### src/design/kbp_pkg.sv
package kbp_pkg;

    localparam int MAX_ORDER = 8;
    localparam int BITS = 8;
    localparam int RES_W = 24;
    localparam int LATENCY = 8;

    typedef logic [3:0] factor_t;
    typedef logic [RES_W-1:0] res_t;

    function automatic logic [1:0] v3(input factor_t f);
        unique case (f)
            4'd3, 4'd6, 4'd15: v3 = 2'd1;
            4'd9:              v3 = 2'd2;
            default:           v3 = 2'd0;
        endcase
    endfunction

    function automatic logic v5(input factor_t f);
        v5 = (f == 4'd5) || (f == 4'd15);
    endfunction

    function automatic logic [1:0] v2(input factor_t f);
        unique case (f)
            4'd2, 4'd6: v2 = 2'd1;
            4'd4:       v2 = 2'd2;
            4'd8:       v2 = 2'd3;
            default:    v2 = 2'd0;
        endcase
    endfunction

    function automatic res_t pow3(input logic [4:0] e);
        unique case (e)
            5'd0:  pow3 = 24'd1;
            5'd1:  pow3 = 24'd3;
            5'd2:  pow3 = 24'd9;
            5'd3:  pow3 = 24'd27;
            5'd4:  pow3 = 24'd81;
            5'd5:  pow3 = 24'd243;
            5'd6:  pow3 = 24'd729;
            5'd7:  pow3 = 24'd2187;
            5'd8:  pow3 = 24'd6561;
            5'd9:  pow3 = 24'd19683;
            5'd10: pow3 = 24'd59049;
            5'd11: pow3 = 24'd177147;
            5'd12: pow3 = 24'd531441;
            5'd13: pow3 = 24'd1594323;
            5'd14: pow3 = 24'd4782969;
            5'd15: pow3 = 24'd14348907;
            default: pow3 = 24'd0;
        endcase
    endfunction

    function automatic res_t pow5(input logic [3:0] e);
        unique case (e)
            4'd0:  pow5 = 24'd1;
            4'd1:  pow5 = 24'd5;
            4'd2:  pow5 = 24'd25;
            4'd3:  pow5 = 24'd125;
            4'd4:  pow5 = 24'd625;
            4'd5:  pow5 = 24'd3125;
            4'd6:  pow5 = 24'd15625;
            4'd7:  pow5 = 24'd78125;
            4'd8:  pow5 = 24'd390625;
            4'd9:  pow5 = 24'd1953125;
            4'd10: pow5 = 24'd9765625;
            default: pow5 = 24'd0;
        endcase
    endfunction

    function automatic res_t pow7(input logic [3:0] e);
        unique case (e)
            4'd0: pow7 = 24'd1;
            4'd1: pow7 = 24'd7;
            4'd2: pow7 = 24'd49;
            4'd3: pow7 = 24'd343;
            4'd4: pow7 = 24'd2401;
            4'd5: pow7 = 24'd16807;
            4'd6: pow7 = 24'd117649;
            4'd7: pow7 = 24'd823543;
            4'd8: pow7 = 24'd5764801;
            default: pow7 = 24'd0;
        endcase
    endfunction

    function automatic res_t pow11(input logic [3:0] e);
        unique case (e)
            4'd0: pow11 = 24'd1;
            4'd1: pow11 = 24'd11;
            4'd2: pow11 = 24'd121;
            4'd3: pow11 = 24'd1331;
            4'd4: pow11 = 24'd14641;
            4'd5: pow11 = 24'd161051;
            4'd6: pow11 = 24'd1771561;
            default: pow11 = 24'd0;
        endcase
    endfunction

    function automatic res_t pow13(input logic [3:0] e);
        unique case (e)
            4'd0: pow13 = 24'd1;
            4'd1: pow13 = 24'd13;
            4'd2: pow13 = 24'd169;
            4'd3: pow13 = 24'd2197;
            4'd4: pow13 = 24'd28561;
            4'd5: pow13 = 24'd371293;
            4'd6: pow13 = 24'd4826809;
            default: pow13 = 24'd0;
        endcase
    endfunction

endpackage

### src/design/kt_byte_probability_top.sv
// channel    | signals                                  | handshake
// command    | start, busy, data_byte                   | taken when start && !busy
// config     | cfg_we, cfg_wdata                        | written when cfg_we
// result     | done, prob_numerator, prob_denominator   | one cycle, marked by done
// a transaction enters every cycle; busy stays low
// result appears once its command has passed the eight register stages
// (input, context counts, prime exponents, cancelling, power lookup, three products with shift)
// rst_n clears the order register to 3 and all stage valid bits
// the receiver cannot stall, so no stage ever holds
module kt_byte_probability_top (
    input  logic        clk,
    input  logic        rst_n,
    input  logic        start,
    output logic        busy,
    input  logic [7:0]  data_byte,
    input  logic        cfg_we,
    input  logic [3:0]  cfg_wdata,
    output logic        done,
    output logic [23:0] prob_numerator,
    output logic [23:0] prob_denominator
);

    logic [3:0] order_reg;
    logic [kbp_pkg::LATENCY-1:0] vld_reg;

    logic [7:0] byte1_reg;
    logic [7:0] mask1_reg;
    logic [8:0] mask_full;
    logic [3:0] order_sat;

    kbp_pkg::factor_t n2_reg [kbp_pkg::BITS];
    kbp_pkg::factor_t d2_reg [kbp_pkg::BITS];
    kbp_pkg::factor_t n2_next [kbp_pkg::BITS];
    kbp_pkg::factor_t d2_next [kbp_pkg::BITS];

    logic [4:0] e3n_reg, e3d_reg, e3n_next, e3d_next;
    logic [3:0] e5n_reg, e5d_reg, e7n_reg, e7d_reg, e11_reg, e13_reg;
    logic [3:0] e5n_next, e5d_next, e7n_next, e7d_next, e11_next, e13_next;
    logic [5:0] e2_reg, e2_next;

    logic [4:0] a3n_reg, a3d_reg, m3;
    logic [3:0] a5n_reg, a5d_reg, a7n_reg, a7d_reg, a11_reg, a13_reg, m5, m7;
    logic [5:0] a2_reg;

    kbp_pkg::res_t p3n_reg, p5n_reg, p7n_reg, p11_reg, p13_reg;
    kbp_pkg::res_t p3d_reg, p5d_reg, p7d_reg;
    logic [5:0] s2_5_reg, s2_6_reg, s2_7_reg;
    kbp_pkg::res_t q35n_reg, q711_reg, q13a_reg, q35d_reg, q7d_reg;
    kbp_pkg::res_t rn_reg, r13_reg, rd_reg;
    kbp_pkg::res_t num_reg, den_reg;

    assign busy = 1'b0;
    assign order_sat = (order_reg > 4'(kbp_pkg::MAX_ORDER)) ? 4'(kbp_pkg::MAX_ORDER) : order_reg;
    assign mask_full = (9'd1 << order_sat) - 9'd1;

    always_ff @(posedge clk or negedge rst_n)
    begin
        if (!rst_n)
        begin
            order_reg <= 4'd3;
            vld_reg   <= '0;
        end
        else
        begin
            if (cfg_we)
            begin
                order_reg <= cfg_wdata;
            end
            vld_reg <= {vld_reg[kbp_pkg::LATENCY-2:0], start};
        end
    end

    // context counts per bit position
    always_comb
    begin
        logic [7:0] ctx [kbp_pkg::BITS];
        logic [2:0] z, u;
        for (int j = 0; j < kbp_pkg::BITS; j++)
        begin
            ctx[j] = (byte1_reg >> (kbp_pkg::BITS - j)) & mask1_reg;
        end
        for (int i = 0; i < kbp_pkg::BITS; i++)
        begin
            z = 3'd0;
            u = 3'd0;
            for (int j = 0; j < kbp_pkg::BITS; j++)
            begin
                if (j < i && ctx[j] == ctx[i])
                begin
                    if (byte1_reg[kbp_pkg::BITS-1-j])
                        u = u + 3'd1;
                    else
                        z = z + 3'd1;
                end
            end
            n2_next[i] = byte1_reg[kbp_pkg::BITS-1-i] ? {u, 1'b1} : {z, 1'b1};
            d2_next[i] = {1'b0, z} + {1'b0, u} + 4'd1;
        end
    end

    // prime exponents of both products
    always_comb
    begin
        e3n_next = '0; e3d_next = '0; e5n_next = '0; e5d_next = '0;
        e7n_next = '0; e7d_next = '0; e11_next = '0; e13_next = '0;
        e2_next  = 6'(kbp_pkg::BITS);
        for (int i = 0; i < kbp_pkg::BITS; i++)
        begin
            e3n_next = e3n_next + 5'(kbp_pkg::v3(n2_reg[i]));
            e5n_next = e5n_next + 4'(kbp_pkg::v5(n2_reg[i]));
            e7n_next = e7n_next + 4'(n2_reg[i] == 4'd7);
            e11_next = e11_next + 4'(n2_reg[i] == 4'd11);
            e13_next = e13_next + 4'(n2_reg[i] == 4'd13);
            e2_next  = e2_next + 6'(kbp_pkg::v2(d2_reg[i]));
            e3d_next = e3d_next + 5'(kbp_pkg::v3(d2_reg[i]));
            e5d_next = e5d_next + 4'(kbp_pkg::v5(d2_reg[i]));
            e7d_next = e7d_next + 4'(d2_reg[i] == 4'd7);
        end
    end

    assign m3 = (e3n_reg < e3d_reg) ? e3n_reg : e3d_reg;
    assign m5 = (e5n_reg < e5d_reg) ? e5n_reg : e5d_reg;
    assign m7 = (e7n_reg < e7d_reg) ? e7n_reg : e7d_reg;

    always_ff @(posedge clk)
    begin
        byte1_reg <= data_byte;
        mask1_reg <= mask_full[7:0];

        n2_reg <= n2_next;
        d2_reg <= d2_next;

        e3n_reg <= e3n_next; e3d_reg <= e3d_next;
        e5n_reg <= e5n_next; e5d_reg <= e5d_next;
        e7n_reg <= e7n_next; e7d_reg <= e7d_next;
        e11_reg <= e11_next; e13_reg <= e13_next; e2_reg <= e2_next;

        // cancel common factors
        a3n_reg <= e3n_reg - m3; a3d_reg <= e3d_reg - m3;
        a5n_reg <= e5n_reg - m5; a5d_reg <= e5d_reg - m5;
        a7n_reg <= e7n_reg - m7; a7d_reg <= e7d_reg - m7;
        a11_reg <= e11_reg; a13_reg <= e13_reg; a2_reg <= e2_reg;

        p3n_reg <= kbp_pkg::pow3(a3n_reg);
        p5n_reg <= kbp_pkg::pow5(a5n_reg);
        p7n_reg <= kbp_pkg::pow7(a7n_reg);
        p11_reg <= kbp_pkg::pow11(a11_reg);
        p13_reg <= kbp_pkg::pow13(a13_reg);
        p3d_reg <= kbp_pkg::pow3(a3d_reg);
        p5d_reg <= kbp_pkg::pow5(a5d_reg);
        p7d_reg <= kbp_pkg::pow7(a7d_reg);
        s2_5_reg <= a2_reg;

        q35n_reg <= kbp_pkg::RES_W'(p3n_reg * p5n_reg);
        q711_reg <= kbp_pkg::RES_W'(p7n_reg * p11_reg);
        q13a_reg <= p13_reg;
        q35d_reg <= kbp_pkg::RES_W'(p3d_reg * p5d_reg);
        q7d_reg  <= p7d_reg;
        s2_6_reg <= s2_5_reg;

        rn_reg   <= kbp_pkg::RES_W'(q35n_reg * q711_reg);
        r13_reg  <= q13a_reg;
        rd_reg   <= kbp_pkg::RES_W'(q35d_reg * q7d_reg);
        s2_7_reg <= s2_6_reg;

        num_reg <= kbp_pkg::RES_W'(rn_reg * r13_reg);
        den_reg <= rd_reg << s2_7_reg;
    end

    assign done             = vld_reg[kbp_pkg::LATENCY-1];
    assign prob_numerator   = num_reg;
    assign prob_denominator = den_reg;

endmodule

### config.mk
export PLATFORM = sky130hd
export DESIGN_NAME = kt_byte_probability_top
export DESIGN_NICKNAME = d
export VERILOG_FILES = /design/src/design/kbp_pkg.sv /design/src/design/kt_byte_probability_top.sv
export SDC_FILE = /design/constraint.sdc
export NUM_CORES = 2
export LEC_CHECK = 0
export BUFFER_PORTS_ARGS = -buffer_cell sky130_fd_sc_hd__buf_2
export CAP_MARGIN = 20
export CELL_PAD_IN_SITES_DETAIL_PLACEMENT = 1
export CELL_PAD_IN_SITES_GLOBAL_PLACEMENT = 2
export CORE_MARGIN = 8
export CORE_UTILIZATION = 43
export CTS_BUF_LIST = sky130_fd_sc_hd__clkbuf_16
export DETAILED_ROUTE_END_ITERATION = 10
export PLACE_DENSITY = 0.91
export SKIP_CTS_REPAIR_TIMING = 1
export SYNTH_ARGS = -nofsm -noshare
export SYNTH_HDL_FRONTEND = slang
export SYNTH_SLANG_ARGS = --single-unit
export TNS_END_PERCENT = 30
### constraint.sdc
create_clock -name clk -period 8 [get_ports clk]
set_input_delay 1.6 -clock clk [delete_from_list [all_inputs] [get_ports clk]]
set_output_delay 1.6 -clock clk [all_outputs]
set_load 0.05 [all_outputs]
==> qor.txt <==
final-report setup violation count = 0
Post-synth EDFFs = 0
peak supply drop = 178 µV
Startpoint Class = register
Final GP Congestion = 0.881
fillers = 17800
Largest register FFs = 25
Die Area = 0.168 mm²
sequential area share after synthesis = 14.8%
worst endpoint required time = 8.59 ns
DR pass1 iterations = 7
top post-synthesis cells by count = inv_1 (1688), fa_1 (1059), and2_1 (940), ha_1 (818), nand2_1 (576)
Synth Cell Area = 0.0667 mm²
Worst Path Buf+Inv = 5
Clock Path Buffers = 3
CTS buffer count = 57
Worst Hold Path EP = s2_5_reg[1]
worst r2r path cells = 22
Period minus WS final = 7.13 ns
DR iter-0 viols = 1753
Final Cycle Share = 89.1%
crit path max fanout = 15
worst hold path class = register to register
CTS Sinks = 491
Crit-path slowest cell = a2111oi_0
antenna violations before repair = 2
Post-route DRC = 0
worst hold margin = 0.322 ns
antenna viol nets, final = 0
gr ovfl total = 0
total power = 14.6 mW
Final HPWL DP = 139000 µm
Max-slew headroom = 32.0%
GR met3 Demand/Resource = 1.73%
I/O pin total = 66
Initial Utilization = 43.3%
Post-synth ARST share = 2.44%
H-tree depth = 2
clk slew on worst S/H paths = 0.07 ns
slowest stage delay, CP = 0.76 ns
syn nets = 9085
count leader, synth = inv_1
Final #Nets = 9008
clk_lat worst skew = 0.65 ns
min-delay src = a2_reg[1]
placed cell areas = 0.0689 mm²
Clock Skews = 0.0340 ns
post-layout util = 46.1%
LEAKAGE = 36.5 nW
Vias = 46000
core area = 0.154 mm²
Root Driver = clkbuf_16
hold depth = 0
Synth area leaders = fa_1 (32%), ha_1 (15%), dfxtp_1 (14%)
Cells after Synth = 7192
status = finished clean
final instance area = 0.0709 mm²
Die Height = 410 µm
layout cells sized above 1 = 3.81%
M2 GR Usage = 37.2%
CTS tree = done
crit-path leading delay family = adder cells
largest net degree at the start of global routing = 44
crit path kind = register to register
Synth Register Bits = 491
r2r startpoint = q35n_reg[9]
Warnings, synthesis = 0
Final TNS setup = 0 ns
final slew viol count = 0
Via density = 4.99
met1 Usage GRT = 25.7%
CP most frequent cell = fa_1
final hold vios = 0
vias in the first global route = 53100
count of max-cap constraint violations = 0
site row count = 144
average size of a mapped cell = 9.27 µm²
arrival time worst endpoint = 7.71 ns
unrepaired setup endpoints after global routing = no
Critical Path, Cell by Cell = nand2_1 -> fa_1 -> inv_1 -> fa_1 -> inv_1 -> fa_1 -> inv_1 -> ha_1 -> fa_1 -> inv_1 -> fa_1 -> fa_1 -> inv_1 -> ha_1 -> or3_1 -> o21bai_1 -> a21oi_1 -> o21ai_0 -> a2111oi_0 -> nor3_1 -> or4_1 -> nand4_1
area grow syn2layout = 6.36%
Main synth FF type = dfxtp_1
fmax = 140 MHz
dominant cell type by area after synthesis = fa_1
R2R Setup Slk = 0.87 ns
FF-to-FF End = rn_reg[20]
Power Density = 206 mW/mm²
Die W = 410 µm
gr usage total = 20.5%
first-pass GRT wire length = 281000 µm
Worst Tran Pin Value = 1.02 ns
Yosys top cell area share = 31.8%
final WL = 170000 µm
post-synth cell types = 78
grt peak-use layer = met2
PortBufs = 64
Crit. End Element = register
DR WL/cell = 18.5 µm
-- worst reg2reg max path, stage by stage (launching register included) --
cell and delay [ns]:
dfxtp_1 0.61, nand2_1 0.16, fa_1 0.56, inv_1 0.06, fa_1 0.57, inv_1 0.07, fa_1 0.54, inv_1 0.05
ha_1 0.19, fa_1 0.48, inv_1 0.05, fa_1 0.49, fa_1 0.49, inv_1 0.04, ha_1 0.19, or3_1 0.36
o21bai_1 0.19, a21oi_1 0.23, o21ai_0 0.20, a2111oi_0 0.76, nor3_1 0.23, or4_1 0.45, nand4_1 0.09
-- power breakdown --
part | switching [mW] | internal [mW]
combinational | 4.47 | 3.09
clock | 1.12 | 1.63
sequential | 1.29 | 3.05
-- worst max path at each step --
stage | from | end | slack (ns) | depth (start not counted)
6_report | q35n_reg[9] | rn_reg[20] | 0.87 | 22
5_1_grt | q35n_reg[9] | rn_reg[20] | 0.53 | 22
4_1_cts | q35n_reg[9] | rn_reg[20] | 0.82 | 22
3_5_place_dp | q35n_reg[9] | rn_reg[20] | 0.83 | 22
3_3_place_gp | q35n_reg[9] | rn_reg[20] | 1.0 | 22
2_1_floorplan | q35n_reg[4] | rn_reg[20] | 1.73 | 24
-- cells in the final DEF, fill, tap and decap left out, drive strengths merged, types with 11 or more instances in the layout --
master,count
nand2b,43
o21bai,15
mux4,11
nor3,31
nand4,13
nor3b,20
fa,1059
ha,818
o21ai,104
a21o,42
and2,941
nor2b,40
nand2,576
and3,24
clkinv,27
o21a,12
o22ai,14
dfxtp,479
nor2,139
a22oi,11
xnor2,317
a21oi,136
a211oi,22
buf,101
xor2,124
or2,12
nand3,31
mux2,41
clkbuf,59
inv,1699
mux2i,52
and3b,13
-- logic make-up after synthesis --
family | Yosys count | synth area share (%)
DFF | 491 | 14.8
xor gates and xnor gates | 442 | 5.82
AOI/OAI and AO/OA | 437 | 4.10
and+or+nand+nor | 1912 | 15.3
muxes | 104 | 1.93
buffers and inverters | 1928 | 10.9
other | 1 | 0.00562
adders and majority gates | 1877 | 47.1
-- per-stage QoR --
step	setup slack (ns)	std cells
3_3_place_gp	1.00	9099
4_1_cts	0.815	9206
3_5_place_dp	0.834	9099
2_1_floorplan	1.73	7192
5_1_grt	0.530	9207
6_report	0.873	9209
-- final cells by class --
| cell class | instances | area, µm² | share of cell area (%) |
|---|---|---|---|
| Timing Repair Buffer | 101 | 618 | 0.871 |
| Tap cell | 2044 | 2560 | 3.60 |
| Multi-Input combinational cell | 4773 | 49600 | 69.8 |
| Inverter | 1691 | 6350 | 8.95 |
| Clock buffer | 59 | 1480 | 2.08 |
| Clock inverter | 48 | 495 | 0.698 |
| Sequential cell | 491 | 9890 | 13.9 |
| Antenna cell | 2 | 5.00 | 0.00705 |
-- metal layers --
layer	part of all wire [%]	wire [µm]	up-vias
li1	-	-	21400
met3	2.9	4900	302
met5	0	0	-
met2	51	86300	766
met4	3.4	5840	0
met1	43	73400	23600
No activity file was read; power rests on OpenSTA's default activity.
